### src/design/tpf_pkg.sv
`timescale 1ns / 1ps
package tpf_pkg;

	localparam int LENGTH_BITS_DEF = 24;
	localparam int HDR_LEN_W       = 24;
	localparam int CMDQ_DEPTH      = 4;
	localparam int OUTQ_DEPTH      = 4;

	localparam logic [15:0] CRC_POLY = 16'h1021;
	localparam logic [15:0] CRC_INIT = 16'hFFFF;

	localparam logic [7:0] PAD_BYTE0 = 8'd55;
	localparam logic [7:0] PAD_BYTE1 = 8'd66;
	localparam logic [7:0] PAD_BYTE2 = 8'd77;

	localparam logic KIND_START = 1'b0;
	localparam logic KIND_DATA  = 1'b1;

	typedef enum logic [1:0] {
		ROLE_HEADER  = 2'd0,
		ROLE_PAYLOAD = 2'd1,
		ROLE_CRC     = 2'd2,
		ROLE_PAD     = 2'd3
	} role_t;

	typedef enum logic [1:0] {
		CMD_START  = 2'd0,
		CMD_DATA   = 2'd1,
		CMD_MISUSE = 2'd2
	} cmd_kind_t;

	// last: on a start, the length is zero; on data, this byte closes the packet
	typedef struct packed {
		cmd_kind_t   kind;
		logic        last;
		logic [7:0]  data;
		logic [7:0]  id;
	} cmd_t;

	typedef struct packed {
		logic [7:0] out_byte;
		role_t      role;
		logic       misuse;
		logic       last;
	} result_t;

	// Augmented CRC step over one byte, MSB first.
	function automatic logic [15:0] crc_byte(input logic [15:0] crc, input logic [7:0] b);
		logic [15:0] c;
		c = crc;
		for (int i = 7; i >= 0; i--) begin
			c = {c[14:0], b[i]} ^ (c[15] ? CRC_POLY : 16'h0000);
		end
		return c;
	endfunction

endpackage

### src/design/tx_packet_framer_crc16_core.sv
`timescale 1ns / 1ps
// Transmit packet framer with CRC-16 (poly 0x1021, init 0xFFFF, augmented).
// Input channel (push/full): a start item (kind 0) opens a packet and yields
// the header (length low byte first, then the id); a payload item (kind 1)
// yields its byte. After the last payload byte, or right after the header
// for a zero length, the block appends the CRC (high byte first) and the
// pads 55, 66, 77. A payload item with no packet open yields one flagged
// result and is dropped. A start while a packet is open abandons it.
// Result channel (empty/pop): the oldest result sits on the ports while
// empty is low; last_of_run marks the final result of each input item.
// An accepted item passes the command queue, then the back-end sequencer,
// which writes its results to the result queue. Throughput: one payload item
// per cycle while the result queue has room; a start item sends four header
// bytes, closing a packet adds a CRC augmentation step, 2 CRC bytes, 3 pads.
// The back end sets the rate: one byte, one CRC step per cycle unless stalled.
// A stalled receiver fills the result queue, then the command queue, then
// raises full. Reset clears both queues, closes any packet and restores
// the CRC to 0xFFFF.
module tx_packet_framer_crc16_core #(
	parameter int LENGTH_BITS = tpf_pkg::LENGTH_BITS_DEF
) (
	input  logic        clk,
	input  logic        arst_n,
	input  logic        push,
	output logic        full,
	input  logic        kind,
	input  logic [23:0] payload_length,
	input  logic [7:0]  packet_id,
	input  logic [7:0]  data_byte,
	output logic        empty,
	input  logic        pop,
	output logic [7:0]  out_byte,
	output logic [1:0]  byte_role,
	output logic        misuse_flag,
	output logic        last_of_run
);

	localparam int CMD_W = $bits(tpf_pkg::cmd_t) + LENGTH_BITS;
	localparam int RES_W = $bits(tpf_pkg::result_t);

	// Front end: classify each transaction and hand it over as a command.
	logic                   cmd_wr;
	tpf_pkg::cmd_t          cmd_in;
	logic [LENGTH_BITS-1:0] cmd_len_in;

	tpf_front #(
		.LENGTH_BITS(LENGTH_BITS)
	) u_front (
		.clk           (clk),
		.arst_n        (arst_n),
		.push          (push),
		.q_full        (full),
		.kind          (kind),
		.payload_length(payload_length),
		.packet_id     (packet_id),
		.data_byte     (data_byte),
		.cmd_wr        (cmd_wr),
		.cmd           (cmd_in),
		.cmd_len       (cmd_len_in)
	);

	// Command queue: decouple acceptance from byte sequencing.
	logic [CMD_W-1:0]       cmd_rd_data;
	logic                   cmd_empty;
	logic                   cmd_pop;
	tpf_pkg::cmd_t          cmd_out;
	logic [LENGTH_BITS-1:0] cmd_len_out;

	tpf_fifo #(
		.DEPTH(tpf_pkg::CMDQ_DEPTH),
		.WIDTH(CMD_W)
	) u_cmd_q (
		.clk    (clk),
		.arst_n (arst_n),
		.wr_en  (cmd_wr),
		.wr_data({cmd_in, cmd_len_in}),
		.full   (full),
		.rd_en  (cmd_pop),
		.rd_data(cmd_rd_data),
		.empty  (cmd_empty)
	);

	assign cmd_out     = tpf_pkg::cmd_t'(cmd_rd_data[CMD_W-1:LENGTH_BITS]);
	assign cmd_len_out = cmd_rd_data[LENGTH_BITS-1:0];

	// Back end: sequence header, payload, CRC and pad bytes.
	logic             out_full;
	logic             out_push;
	tpf_pkg::result_t res_in;

	tpf_back #(
		.LENGTH_BITS(LENGTH_BITS)
	) u_back (
		.clk      (clk),
		.arst_n   (arst_n),
		.cmd_empty(cmd_empty),
		.cmd      (cmd_out),
		.cmd_len  (cmd_len_out),
		.cmd_pop  (cmd_pop),
		.out_full (out_full),
		.out_push (out_push),
		.res      (res_in)
	);

	// Result queue: hold finished bytes while the receiver stalls.
	logic [RES_W-1:0] res_rd_data;
	tpf_pkg::result_t res_out;

	tpf_fifo #(
		.DEPTH(tpf_pkg::OUTQ_DEPTH),
		.WIDTH(RES_W)
	) u_res_q (
		.clk    (clk),
		.arst_n (arst_n),
		.wr_en  (out_push),
		.wr_data(res_in),
		.full   (out_full),
		.rd_en  (pop),
		.rd_data(res_rd_data),
		.empty  (empty)
	);

	assign res_out     = tpf_pkg::result_t'(res_rd_data);
	assign out_byte    = res_out.out_byte;
	assign byte_role   = res_out.role;
	assign misuse_flag = res_out.misuse;
	assign last_of_run = res_out.last;

endmodule

### src/design/tpf_fifo.sv
`timescale 1ns / 1ps
module tpf_fifo #(
	parameter int DEPTH = tpf_pkg::CMDQ_DEPTH,
	parameter int WIDTH = 8
) (
	input  logic             clk,
	input  logic             arst_n,
	input  logic             wr_en,
	input  logic [WIDTH-1:0] wr_data,
	output logic             full,
	input  logic             rd_en,
	output logic [WIDTH-1:0] rd_data,
	output logic             empty
);

	localparam int PTR_W = (DEPTH > 1) ? $clog2(DEPTH) : 1;
	localparam int CNT_W = $clog2(DEPTH + 1);

	logic [WIDTH-1:0] slot_q [DEPTH];
	logic [PTR_W-1:0] wr_ptr_q;
	logic [PTR_W-1:0] rd_ptr_q;
	logic [CNT_W-1:0] count_q;
	logic             wr_fire;
	logic             rd_fire;

	assign full    = (count_q == CNT_W'(DEPTH));
	assign empty   = (count_q == '0);
	assign wr_fire = wr_en && !full;
	assign rd_fire = rd_en && !empty;
	assign rd_data = slot_q[rd_ptr_q];

	always_ff @(posedge clk) begin
		if (wr_fire) begin
			slot_q[wr_ptr_q] <= wr_data;
		end
	end

	always_ff @(posedge clk or negedge arst_n) begin
		if (!arst_n) begin
			wr_ptr_q <= '0;
			rd_ptr_q <= '0;
			count_q  <= '0;
		end else begin
			if (wr_fire) begin
				wr_ptr_q <= (wr_ptr_q == PTR_W'(DEPTH - 1)) ? '0 : PTR_W'(wr_ptr_q + 1'b1);
			end
			if (rd_fire) begin
				rd_ptr_q <= (rd_ptr_q == PTR_W'(DEPTH - 1)) ? '0 : PTR_W'(rd_ptr_q + 1'b1);
			end
			case ({wr_fire, rd_fire})
				2'b10: begin
					count_q <= CNT_W'(count_q + 1'b1);
				end
				2'b01: begin
					count_q <= CNT_W'(count_q - 1'b1);
				end
				default: begin
					count_q <= count_q;
				end
			endcase
		end
	end

endmodule

### src/design/tpf_front.sv
`timescale 1ns / 1ps
module tpf_front #(
	parameter int LENGTH_BITS = tpf_pkg::LENGTH_BITS_DEF
) (
	input  logic                   clk,
	input  logic                   arst_n,
	input  logic                   push,
	input  logic                   q_full,
	input  logic                   kind,
	input  logic [23:0]            payload_length,
	input  logic [7:0]             packet_id,
	input  logic [7:0]             data_byte,
	output logic                   cmd_wr,
	output tpf_pkg::cmd_t          cmd,
	output logic [LENGTH_BITS-1:0] cmd_len
);

	// Packet bookkeeping follows the input stream alone, so track it here.
	logic                   open_q;
	logic [LENGTH_BITS-1:0] remaining_q;
	logic [LENGTH_BITS-1:0] len;
	logic                   len_zero;
	logic                   data_last;

	assign cmd_wr    = push && !q_full;
	assign len       = payload_length[LENGTH_BITS-1:0];
	assign len_zero  = (len == '0);
	assign data_last = (remaining_q == LENGTH_BITS'(1));
	assign cmd_len   = len;

	always_comb begin
		cmd.data = data_byte;
		cmd.id   = packet_id;
		if (kind == tpf_pkg::KIND_START) begin
			cmd.kind = tpf_pkg::CMD_START;
			cmd.last = len_zero;
		end else if (open_q) begin
			cmd.kind = tpf_pkg::CMD_DATA;
			cmd.last = data_last;
		end else begin
			cmd.kind = tpf_pkg::CMD_MISUSE;
			cmd.last = 1'b0;
		end
	end

	always_ff @(posedge clk or negedge arst_n) begin
		if (!arst_n) begin
			open_q      <= 1'b0;
			remaining_q <= '0;
		end else if (cmd_wr) begin
			if (kind == tpf_pkg::KIND_START) begin
				open_q      <= !len_zero;
				remaining_q <= len;
			end else if (open_q) begin
				remaining_q <= LENGTH_BITS'(remaining_q - 1'b1);
				if (data_last) begin
					open_q <= 1'b0;
				end
			end
		end
	end

endmodule

### src/design/tpf_back.sv
`timescale 1ns / 1ps
module tpf_back #(
	parameter int LENGTH_BITS = tpf_pkg::LENGTH_BITS_DEF
) (
	input  logic                   clk,
	input  logic                   arst_n,
	input  logic                   cmd_empty,
	input  tpf_pkg::cmd_t          cmd,
	input  logic [LENGTH_BITS-1:0] cmd_len,
	output logic                   cmd_pop,
	input  logic                   out_full,
	output logic                   out_push,
	output tpf_pkg::result_t       res
);

	typedef enum logic [5:0] {
		ST_FETCH = 6'b000001,
		ST_HDR   = 6'b000010,
		ST_AUG   = 6'b000100,
		ST_CRCH  = 6'b001000,
		ST_CRCL  = 6'b010000,
		ST_PAD   = 6'b100000
	} state_t;

	state_t      state_q, state_d;
	logic [1:0]  idx_q, idx_d;
	logic [15:0] crc_q, crc_d;
	logic [15:0] len_hi_q, len_hi_d;
	logic [7:0]  id_q, id_d;
	logic        zero_q, zero_d;

	logic [tpf_pkg::HDR_LEN_W-1:0] len_ext;
	logic [7:0]                    hdr_byte;
	logic [7:0]                    pad_byte;
	logic [15:0]                   crc_zero;
	logic                          can_emit;

	assign len_ext  = tpf_pkg::HDR_LEN_W'(cmd_len);
	assign crc_zero = tpf_pkg::crc_byte(crc_q, 8'h00);
	assign can_emit = !out_full;

	always_comb begin
		case (idx_q)
			2'd1:    hdr_byte = len_hi_q[7:0];
			2'd2:    hdr_byte = len_hi_q[15:8];
			default: hdr_byte = id_q;
		endcase
		case (idx_q)
			2'd0:    pad_byte = tpf_pkg::PAD_BYTE0;
			2'd1:    pad_byte = tpf_pkg::PAD_BYTE1;
			default: pad_byte = tpf_pkg::PAD_BYTE2;
		endcase
	end

	always_comb begin
		state_d      = state_q;
		idx_d        = idx_q;
		crc_d        = crc_q;
		len_hi_d     = len_hi_q;
		id_d         = id_q;
		zero_d       = zero_q;
		cmd_pop      = 1'b0;
		out_push     = 1'b0;
		res.out_byte = 8'h00;
		res.role     = tpf_pkg::ROLE_PAYLOAD;
		res.misuse   = 1'b0;
		res.last     = 1'b0;
		case (state_q)
			ST_FETCH: begin
				if (!cmd_empty && can_emit) begin
					cmd_pop = 1'b1;
					case (cmd.kind)
						tpf_pkg::CMD_MISUSE: begin
							out_push   = 1'b1;
							res.misuse = 1'b1;
							res.last   = 1'b1;
						end
						tpf_pkg::CMD_DATA: begin
							out_push     = 1'b1;
							res.out_byte = cmd.data;
							res.last     = !cmd.last;
							crc_d        = tpf_pkg::crc_byte(crc_q, cmd.data);
							if (cmd.last) begin
								state_d = ST_AUG;
							end
						end
						tpf_pkg::CMD_START: begin
							// A start abandons any open packet: restart the CRC.
							out_push     = 1'b1;
							res.out_byte = len_ext[7:0];
							res.role     = tpf_pkg::ROLE_HEADER;
							crc_d        = tpf_pkg::crc_byte(tpf_pkg::CRC_INIT, len_ext[7:0]);
							len_hi_d     = len_ext[23:8];
							id_d         = cmd.id;
							zero_d       = cmd.last;
							idx_d        = 2'd1;
							state_d      = ST_HDR;
						end
						default: begin
							out_push = 1'b0;
						end
					endcase
				end
			end
			ST_HDR: begin
				if (can_emit) begin
					out_push     = 1'b1;
					res.out_byte = hdr_byte;
					res.role     = tpf_pkg::ROLE_HEADER;
					crc_d        = tpf_pkg::crc_byte(crc_q, hdr_byte);
					if (idx_q == 2'd3) begin
						res.last = !zero_q;
						state_d  = zero_q ? ST_AUG : ST_FETCH;
					end else begin
						idx_d = idx_q + 2'd1;
					end
				end
			end
			ST_AUG: begin
				// First eight of the sixteen appended zero bits.
				crc_d   = crc_zero;
				state_d = ST_CRCH;
			end
			ST_CRCH: begin
				if (can_emit) begin
					out_push     = 1'b1;
					res.out_byte = crc_zero[15:8];
					res.role     = tpf_pkg::ROLE_CRC;
					crc_d        = crc_zero;
					state_d      = ST_CRCL;
				end
			end
			ST_CRCL: begin
				if (can_emit) begin
					out_push     = 1'b1;
					res.out_byte = crc_q[7:0];
					res.role     = tpf_pkg::ROLE_CRC;
					idx_d        = 2'd0;
					state_d      = ST_PAD;
				end
			end
			ST_PAD: begin
				if (can_emit) begin
					out_push     = 1'b1;
					res.out_byte = pad_byte;
					res.role     = tpf_pkg::ROLE_PAD;
					if (idx_q == 2'd2) begin
						res.last = 1'b1;
						crc_d    = tpf_pkg::CRC_INIT;
						state_d  = ST_FETCH;
					end else begin
						idx_d = idx_q + 2'd1;
					end
				end
			end
			default: begin
				state_d = ST_FETCH;
			end
		endcase
	end

	always_ff @(posedge clk or negedge arst_n) begin
		if (!arst_n) begin
			state_q <= ST_FETCH;
			idx_q   <= 2'd0;
			crc_q   <= tpf_pkg::CRC_INIT;
		end else begin
			state_q <= state_d;
			idx_q   <= idx_d;
			crc_q   <= crc_d;
		end
	end

	always_ff @(posedge clk) begin
		len_hi_q <= len_hi_d;
		id_q     <= id_d;
		zero_q   <= zero_d;
	end

endmodule

### config.mk
export PLATFORM = sky130hd
export DESIGN_NAME = tx_packet_framer_crc16_core
export DESIGN_NICKNAME = d
export VERILOG_FILES = /design/src/design/tpf_pkg.sv /design/src/design/tx_packet_framer_crc16_core.sv /design/src/design/tpf_fifo.sv /design/src/design/tpf_front.sv /design/src/design/tpf_back.sv
export SDC_FILE = /design/constraint.sdc
export NUM_CORES = 1
export LEC_CHECK = 0
export ABC_AREA = 1
export BUFFER_PORTS_ARGS = -buffer_cell sky130_fd_sc_hd__buf_2
export CAP_MARGIN = 20
export CORE_ASPECT_RATIO = 1.75
export CORE_MARGIN = 2
export CORE_UTILIZATION = 58
export CTS_BUF_LIST = sky130_fd_sc_hd__clkbuf_16
export CTS_CLUSTER_SIZE = 10
export DETAILED_ROUTE_END_ITERATION = 12
export PLACE_DENSITY = 0.87
export SLEW_MARGIN = 5
export SYNTH_ARGS = -nofsm -noshare
export SYNTH_HDL_FRONTEND = slang
export SYNTH_SLANG_ARGS = --single-unit
### constraint.sdc
create_clock -name clk -period 5.2 [get_ports clk]
set_input_delay 0.26 -clock clk [delete_from_list [all_inputs] [get_ports clk]]
set_output_delay 0.26 -clock clk [all_outputs]
set_load 0.01 [all_outputs]
==> After elaboration in Yosys (flattened, before gate mapping) <==
Memory sizes are Yosys's and may differ from the RTL's.
Index checks and enable logic that the tools add are counted.
W data, S select, Z words.
{ "op_classes": {"n_addsub": 10, "n_mul": 0, "div": 0, "order_cmp": 0, "eq_ne": 35, "shift": 0, "n_mux": 93, "n_bitwise": 32, "reduce_logical": 29} }
{ "op_table": {"columns": ["operator", "n"], "rows": [
  ["$xor A16 B16 Y16", 27],
  ["$mux W13", 26],
  ["$mux W16", 5],
  ["$pmux W16 S5", 1],
  ["$pmux W10 S5", 1],
  ["$mux W24", 2],
  ["$mux W6", 8],
  ["$mux W10", 4],
  ["$pmux W6 S6", 1],
  ["$pmux W16 S2", 1],
  ["$pmux W8 S2", 2],
  ["$eq A24 B1 Y1 const B", 1],
  ["$logic_not A24 Y1", 1],
  ["$sub A24 B1 Y24 const B", 1],
  ["$mux W2", 11],
  ["$mux W1", 19],
  ["$eq A2 B2 Y1 const B", 9],
  ["$xor A16 B13 Y16", 1],
  ["$ne A2 B2 Y1 const B", 7],
  ["$pmux W7 S2", 1],
  ["$mux W12", 1],
  ["$not A3 Y3", 4],
  ["$pmux W3 S2", 2],
  ["$pmux W6 S2", 1],
  ["other kinds (31)", 62]
]} }
{ "word_totals": {"register_bits": 88, "latchBits": 0, "mem_bits_rw": 220, "romBits": 0, "input_bits": 45, "wordCells": 215, "mem_count": 2} }
{ "mem_list": {"columns": ["name", "depth", "word_bits", "rd", "rd_clocked_by_memory_dff", "write_ports", "line_no", "rtl"], "rows": [
  ["u_cmd_q.slot_q", 4, 43, 1, 0, 1, "tpf_fifo.sv:19", "logic [WIDTH-1:0] slot_q [DEPTH];"],
  ["u_res_q.slot_q", 4, 12, 1, 0, 1, "tpf_fifo.sv:19", null]
]} }

==> Longest topological paths before layout <==
{ "depth": {"word_depth": 19, "mapped_depth": 17, "ltp_nobuf": 14} }

==> Modules after synthesis <==
A second synthesis with hierarchy kept.
{ "hier_totals": {"cells_unflattened": 1680, "hier_area_um2": 15640.0} }
{ "modules_own_cells": {"columns": ["module", "n_inst", "cells_each", "area_each_um2", "seq_area_each_um2"], "rows": [
  ["tpf_fifo at u_cmd_q", 1, 562, 7228.2, 5340.1],
  ["tpf_back", 1, 549, 3659.8, 1372.6],
  ["tpf_fifo at u_res_q", 1, 201, 2413.6, 1616.6],
  ["tpf_front", 1, 368, 2338.5, 625.6]
]} }

==> Least setup slack after synthesis <==
No wires, ideal clock.
{ "synth_path": {"path_kind": "reg2reg", "start": "register u_cmd_q.rd_ptr_q[1]", "end": "register u_back.id_q[0], enable pin", "setup_ns": 0.407, "t_arrival_ns": 2.672, "required_ns": 4.793, "path_slack_ns": 2.122, "stages_incl_launch_ff": 10, "n_path_buf": 3, "path_cell_list": "dfrtp_1 -> inv_1 -> buf_2 -> clkbuf_1 -> a32oi_1 -> inv_1 -> ha_1 -> inv_1 -> clkbuf_1 -> nor2_1"} }
{ "synth_via": {"elab_chain_cells": 3} }
{ "synth_rtl": {"columns": ["element", "line_no", "rtl"], "rows": [
  ["start, declared", "tpf_fifo.sv:21", "logic [PTR_W-1:0] rd_ptr_q;"],
  ["start signal, assigned", "tpf_fifo.sv:48", "rd_ptr_q <= (rd_ptr_q == PTR_W'(DEPTH - 1)) ? '0 : PTR_W'(rd_ptr_q + 1'b1);"],
  ["$mem_v2 Z4 W43", null, null],
  ["$logic_not A2 Y1", "tpf_back.sv:72", "case (cmd.kind)"],
  ["$reduce_and A3 Y1 (no source line)", null, null],
  ["end signal, assigned", "tpf_back.sv:176", "id_q <= id_d;"],
  ["end, declared", "tpf_back.sv:29", "logic [7:0] id_q, id_d;"]
]} }
Every way passes these cells.
A chain may end at the register's enable or synchronous reset.

==> Worst setup path in the final report <==
{ "layout_path": {"start": "register u_cmd_q.rd_ptr_q[0]", "end": "register u_res_q.count_q[2]"} }
{ "layout_via": {"elab_chain_cells": 9} }
{ "layout_rtl": {"columns": ["element", "line_no", "rtl"], "rows": [
  ["$mem_v2 Z4 W43 *", null, null],
  ["$eq A2 B2 Y1 (tied with other cells)", "tpf_back.sv:72", null],
  ["$reduce_or A3 Y1 (no source line) *", null, null],
  ["$mux W1 *", "tpf_back.sv:72", null],
  ["$mux W1 *", "tpf_back.sv:70", "if (!cmd_empty && can_emit) begin"],
  ["$pmux W1 S2 *", "tpf_back.sv:68", "case (state_q)"],
  ["$logic_and A1 B1 Y1 *", "tpf_fifo.sv:28", "assign wr_fire = wr_en && !full;"],
  ["$eq A2 B1 Y1 / $eq A2 B2 Y1 (equally long branches)", "tpf_fifo.sv:50", "case ({wr_fire, rd_fire})"],
  ["$pmux W3 S2 / $reduce_bool A2 Y1 (equally long branches)", null, null],
  ["end signal, assigned", "tpf_fifo.sv:52", "count_q <= CNT_W'(count_q + 1'b1);"],
  ["end signal, assigned", "tpf_fifo.sv:55", "count_q <= CNT_W'(count_q - 1'b1);"],
  ["end signal, assigned", "tpf_fifo.sv:58", "count_q <= count_q;"],
  ["end, declared", "tpf_fifo.sv:22", "logic [CNT_W-1:0] count_q;"]
]} }
Mark *: on every way between the ends. The rest lies on a longest branch, timed or not.

==> flow_summary_export.csv <==
group,metric,value,unit
routing,firstDrtPassIters,7,
synthesis,syn-cell-area,0.0144,mm²
synthesis,synth-simple-area-share,20.5,%
floorplan,initial_utilization,58.7,%
synthesis,synth-adder-area-share,2.36,%
power,p_leak,6.62,nW
synthesis,synth-edff-count,245,
timing,setup_viol,0,
cts,insertion_delay,0.52,ns
job,cap_viol_max_count,0,
synthesis,synth_cell_type_count,44,
power,combPwrFrac,41.4,%
final_layout,antenna_cells,0,
power,p_int,6.10,mW
routing,vias_per_cell,5.83,
timing,hold_ws,0.00957,ns
power,p_switching,4.39,mW
worst_setup_path,crit_required,5.62,ns
power,power-per-cell-area,642,mW/mm²
synthesis,syn_inst,1445,
synthesis,yosys.area.top_type,"edfxtp_1",
timing,fmax,0.324,GHz
timing,rsz0062_at_grt,"false",
timing,min_period,3.09,ns
synthesis,yosysWarnings,0,
synthesis,syn_nets,1516,
power,netSwitchingFraction,41.9,%
timing,fin_ws,2.11,ns
grt,grt_max_degree,67,
worst_setup_path,crit_slowest_cell,"dfrtp_2",
routing,wl,36500,µm
worst_setup_path,path_class,"flip-flop to flip-flop",
timing,maxSlewViolCount,0,
floorplan,ios,59,
synthesis,muxShareOfSynthArea,0,%
worst_setup_path,startpoint_type,"flip-flop",
worst_setup_path,crit_path_max_incr_delay,0.56,ns
place,hpwlAfterDp,25200,µm
power,p_seq_share,37.7,%
timing,tns,0,ns
place,gp_congestion,0.968,
synthesis,synth-seq-cells,308,
cts,cts_htree_levels,2,
floorplan,die_h,213,µm
cts,cts_buffers,36,
grt,grt_pass1_wl,56700,µm
synthesis,synth_compound_area_share,9.35,%
place,port_buffers,58,
worst_setup_path,path_max_fanout,27,
cts,cts.sinks,308,
floorplan,dieArea,0.0262,mm²
grt,track_usage,28.7,%
grt,antenna_found_initial,0,
synthesis,ys.flop_type,"edfxtp_1",
routing,route.detailed.wl_per_inst,19.5,µm
worst_setup_path,crit_top_cell,"ha_1",
cts,cts_tree,"done",
synthesis,synth.top_cell.area_share,51.1,%
routing,drt.antenna.violating_nets,0,
worst_setup_path,crit_path_end_kind,"flip-flop",
routing,drtIter0Drc,1098,
cts,clock_path_buffers,3,
final_layout,fin_nets,1603,
synthesis,syn_area_per_cell,9.97,µm²
timing,relSlewSlack,35.8,%
timing,fin_skew,0.0114,ns
worst_setup_path,crit_arrival,3.51,ns
floorplan,core-area,0.0245,mm²
synthesis,synth_seq_area_share,62.1,%
worst_hold_path,worstHoldPathType,"input pin to flip-flop",
worst_setup_path,crit_path_cell_trace,"inv_2 > nand2_1 > a32oi_1 > ha_1 > o21ai_2 > nand2_2 > ha_1 > inv_1 > fa_1 > a21oi_1 > o21ai_0 > xnor2_1",
final_layout,drive_above_1_share,11.9,%
synthesis,synth-xor-area-share,1.09,%
worst_setup_path,r2r_slack,2.11,ns
floorplan,dieWidth,123,µm
routing,drcViolationCount,0,
cts,path_clk_slew,0.06,ns
synthesis,synthArstFlopShare,20.5,%
timing,post-route-period-util,59.3,%
timing,tightestPinTransition,0.960,ns
synthesis,synth.area.top_cells,"edfxtp_1 (51%), nand2_1 (8.2%), dfrtp_1 (8.0%)",
grt,grt-ovfl-total,0,
power,clkPwrFrac,20.9,%
cts,cts_root_buffer,"clkbuf_16",
final_layout,syn_to_final_growth,13.3,%
routing,vias,10900,
synthesis,synth_top_family_by_area,"simple AND/OR/NAND/NOR gates",
place,dp_slack,2.17,ns
power,vdd_drop_max,0.400,mV
run_status,status,"completed",
floorplan,fp-row-count,76,
grt,grt_pass1_vias,10800,
timing,report.final.hold_viol_count,0,
Yosys cell counts, types with 2 or more instances:
cell      instances
a21oi_1          36
a22oi_1           3
a32oi_1           2
and3_1            4
buf_1             4
buf_2            18
buf_4             2
buf_6             2
clkbuf_1         29
dfrtp_1          46
dfstp_2          17
edfxtp_1        245
fa_1              2
ha_1             24
inv_1           101
inv_2             7
nand2_1         314
nand2_2           8
nand3_1         115
nand3_2           9
nand3b_1          4
nand4_1          15
nor2_1          197
nor2_2            3
nor2_4            4
nor3_1            2
o211ai_1          4
o21a_1            2
o21ai_0         143
o21ai_1           2
o21ai_2           8
o22ai_1          37
or2_2             9
xnor2_1           6
xor2_1           12
metal layers:
metal / wire, µm / vias to the layer above / global-route usage (%)
li1: - / 5110 / -
met1: 12300 / 5168 / 29.3
met2: 20400 / 486 / 54.6
met3: 1630 / 138 / 3.86
met4: 2200 / 0 / 15.6
met5: 0 / - / 0
state kept, by name, indices dropped and copies added, names as in the netlist, 2 cells and up:
name and cells:
u_back.crc_q 16, u_res_q.count_q 3, u_cmd_q.count_q 3, u_front.remaining_q 24, u_cmd_q.wr_ptr_q 2, u_back.idx_q 2, u_cmd_q.slot_q 172, u_res_q.slot_q 48
u_cmd_q.rd_ptr_q 2, u_res_q.rd_ptr_q 2, u_back.state_q 6, u_back.len_hi_q 16, u_res_q.wr_ptr_q 2, u_back.id_q 8
per-stage QoR:
stage	utilization (%)	cell area (µm²)	cells	power (mW)
4_1_cts	66.4	16300	1866	10.4
6_report	66.6	16300	1871	10.5
5_1_grt	66.6	16300	1871	11.1
3_3_place_gp	61.0	15000	1771	8.02
3_5_place_dp	61.0	15000	1771	8.20
2_1_floorplan	-	14400	1445	6.93
power groups by stage:
stage | clock network (mW) | registers (mW) | logic [mW]
2_1_floorplan | 0 | 3.83 | 3.10
3_3_place_gp | 0 | 3.94 | 4.08
3_5_place_dp | 0 | 3.98 | 4.22
4_1_cts | 2.20 | 3.94 | 4.27
5_1_grt | 2.32 | 4.01 | 4.81
6_report | 2.19 | 3.95 | 4.34
path summary, 6_finish.rpt:
| path | startpoint | endpoint | cells past startpoint |
|---|---|---|---|
| worst max-delay path | u_cmd_q.rd_ptr_q[0] | u_res_q.count_q[2] | 12 |
| worst min-delay path | payload_length[17] | u_cmd_q.slot_q[2][17] | 1 |
| worst max register to register | u_cmd_q.rd_ptr_q[0] | u_res_q.count_q[2] | 12 |
| worst min register to register | u_back.crc_q[11] | u_back.crc_q[11] | 2 |
| max in group asynchronous | arst_n | u_front.remaining_q[23] | 3 |
| min in group asynchronous | arst_n | u_res_q.wr_ptr_q[1] | 2 |
cells in the final DEF (no fill, tap or decap), types with 3 or more instances in the layout:
master and n:
nand2_1 314, edfxtp_1 245, nor2_1 192, o21ai_0 143
inv_1 126, nand3_1 115, buf_2 58, dfrtp_1 45
o22ai_1 37, a21oi_1 36, clkbuf_16 36, dlygate4sd3_1 31
ha_1 24, dfstp_2 17, nand4_1 15, buf_4 13
xor2_1 12, nand3_2 9, or2_2 9, inv_2 8
nor2_4 8, o21ai_2 8, nand2_2 8, xnor2_1 6
nor2_2 4, and3_1 4, nand3b_1 4, o211ai_1 4
a22oi_1 3
cells by family after synthesis:
logic type | Yosys count
compound gates | 242
xor+xnor | 18
fa+ha+maj | 26
buf+inv | 163
flops | 308
simple gates | 688
what timing repair did:
item,4_1_cts,5_1_grt
setup endpoints to repair,0,0
resized for setup,0,0
hold buffers,30,1
setup buffers,0,0
endpoints found under the hold margin,130,4
critical path: cells and delay by family, from the launching register on:
family | cells | cell delay [ns]
DFF | 1 | 0.56
AOI/OAI and AO/OA | 4 | 0.67
xor gates and xnor gates | 1 | 0.20
and+or+nand+nor | 2 | 0.24
buffers and inverters | 2 | 0.49
adders and majority gates | 3 | 0.81
area by class of cell:
type / count / area, µm²
inverter: 108 / 405
clock inverter: 29 / 126
tap: 312 / 390
multi-input combinational: 974 / 4830
sequential: 308 / 8960
fill: 1793 / 8200
timing repair buffer: 104 / 721
clock buffer: 36 / 901
(Power assumes the default switching activity.)
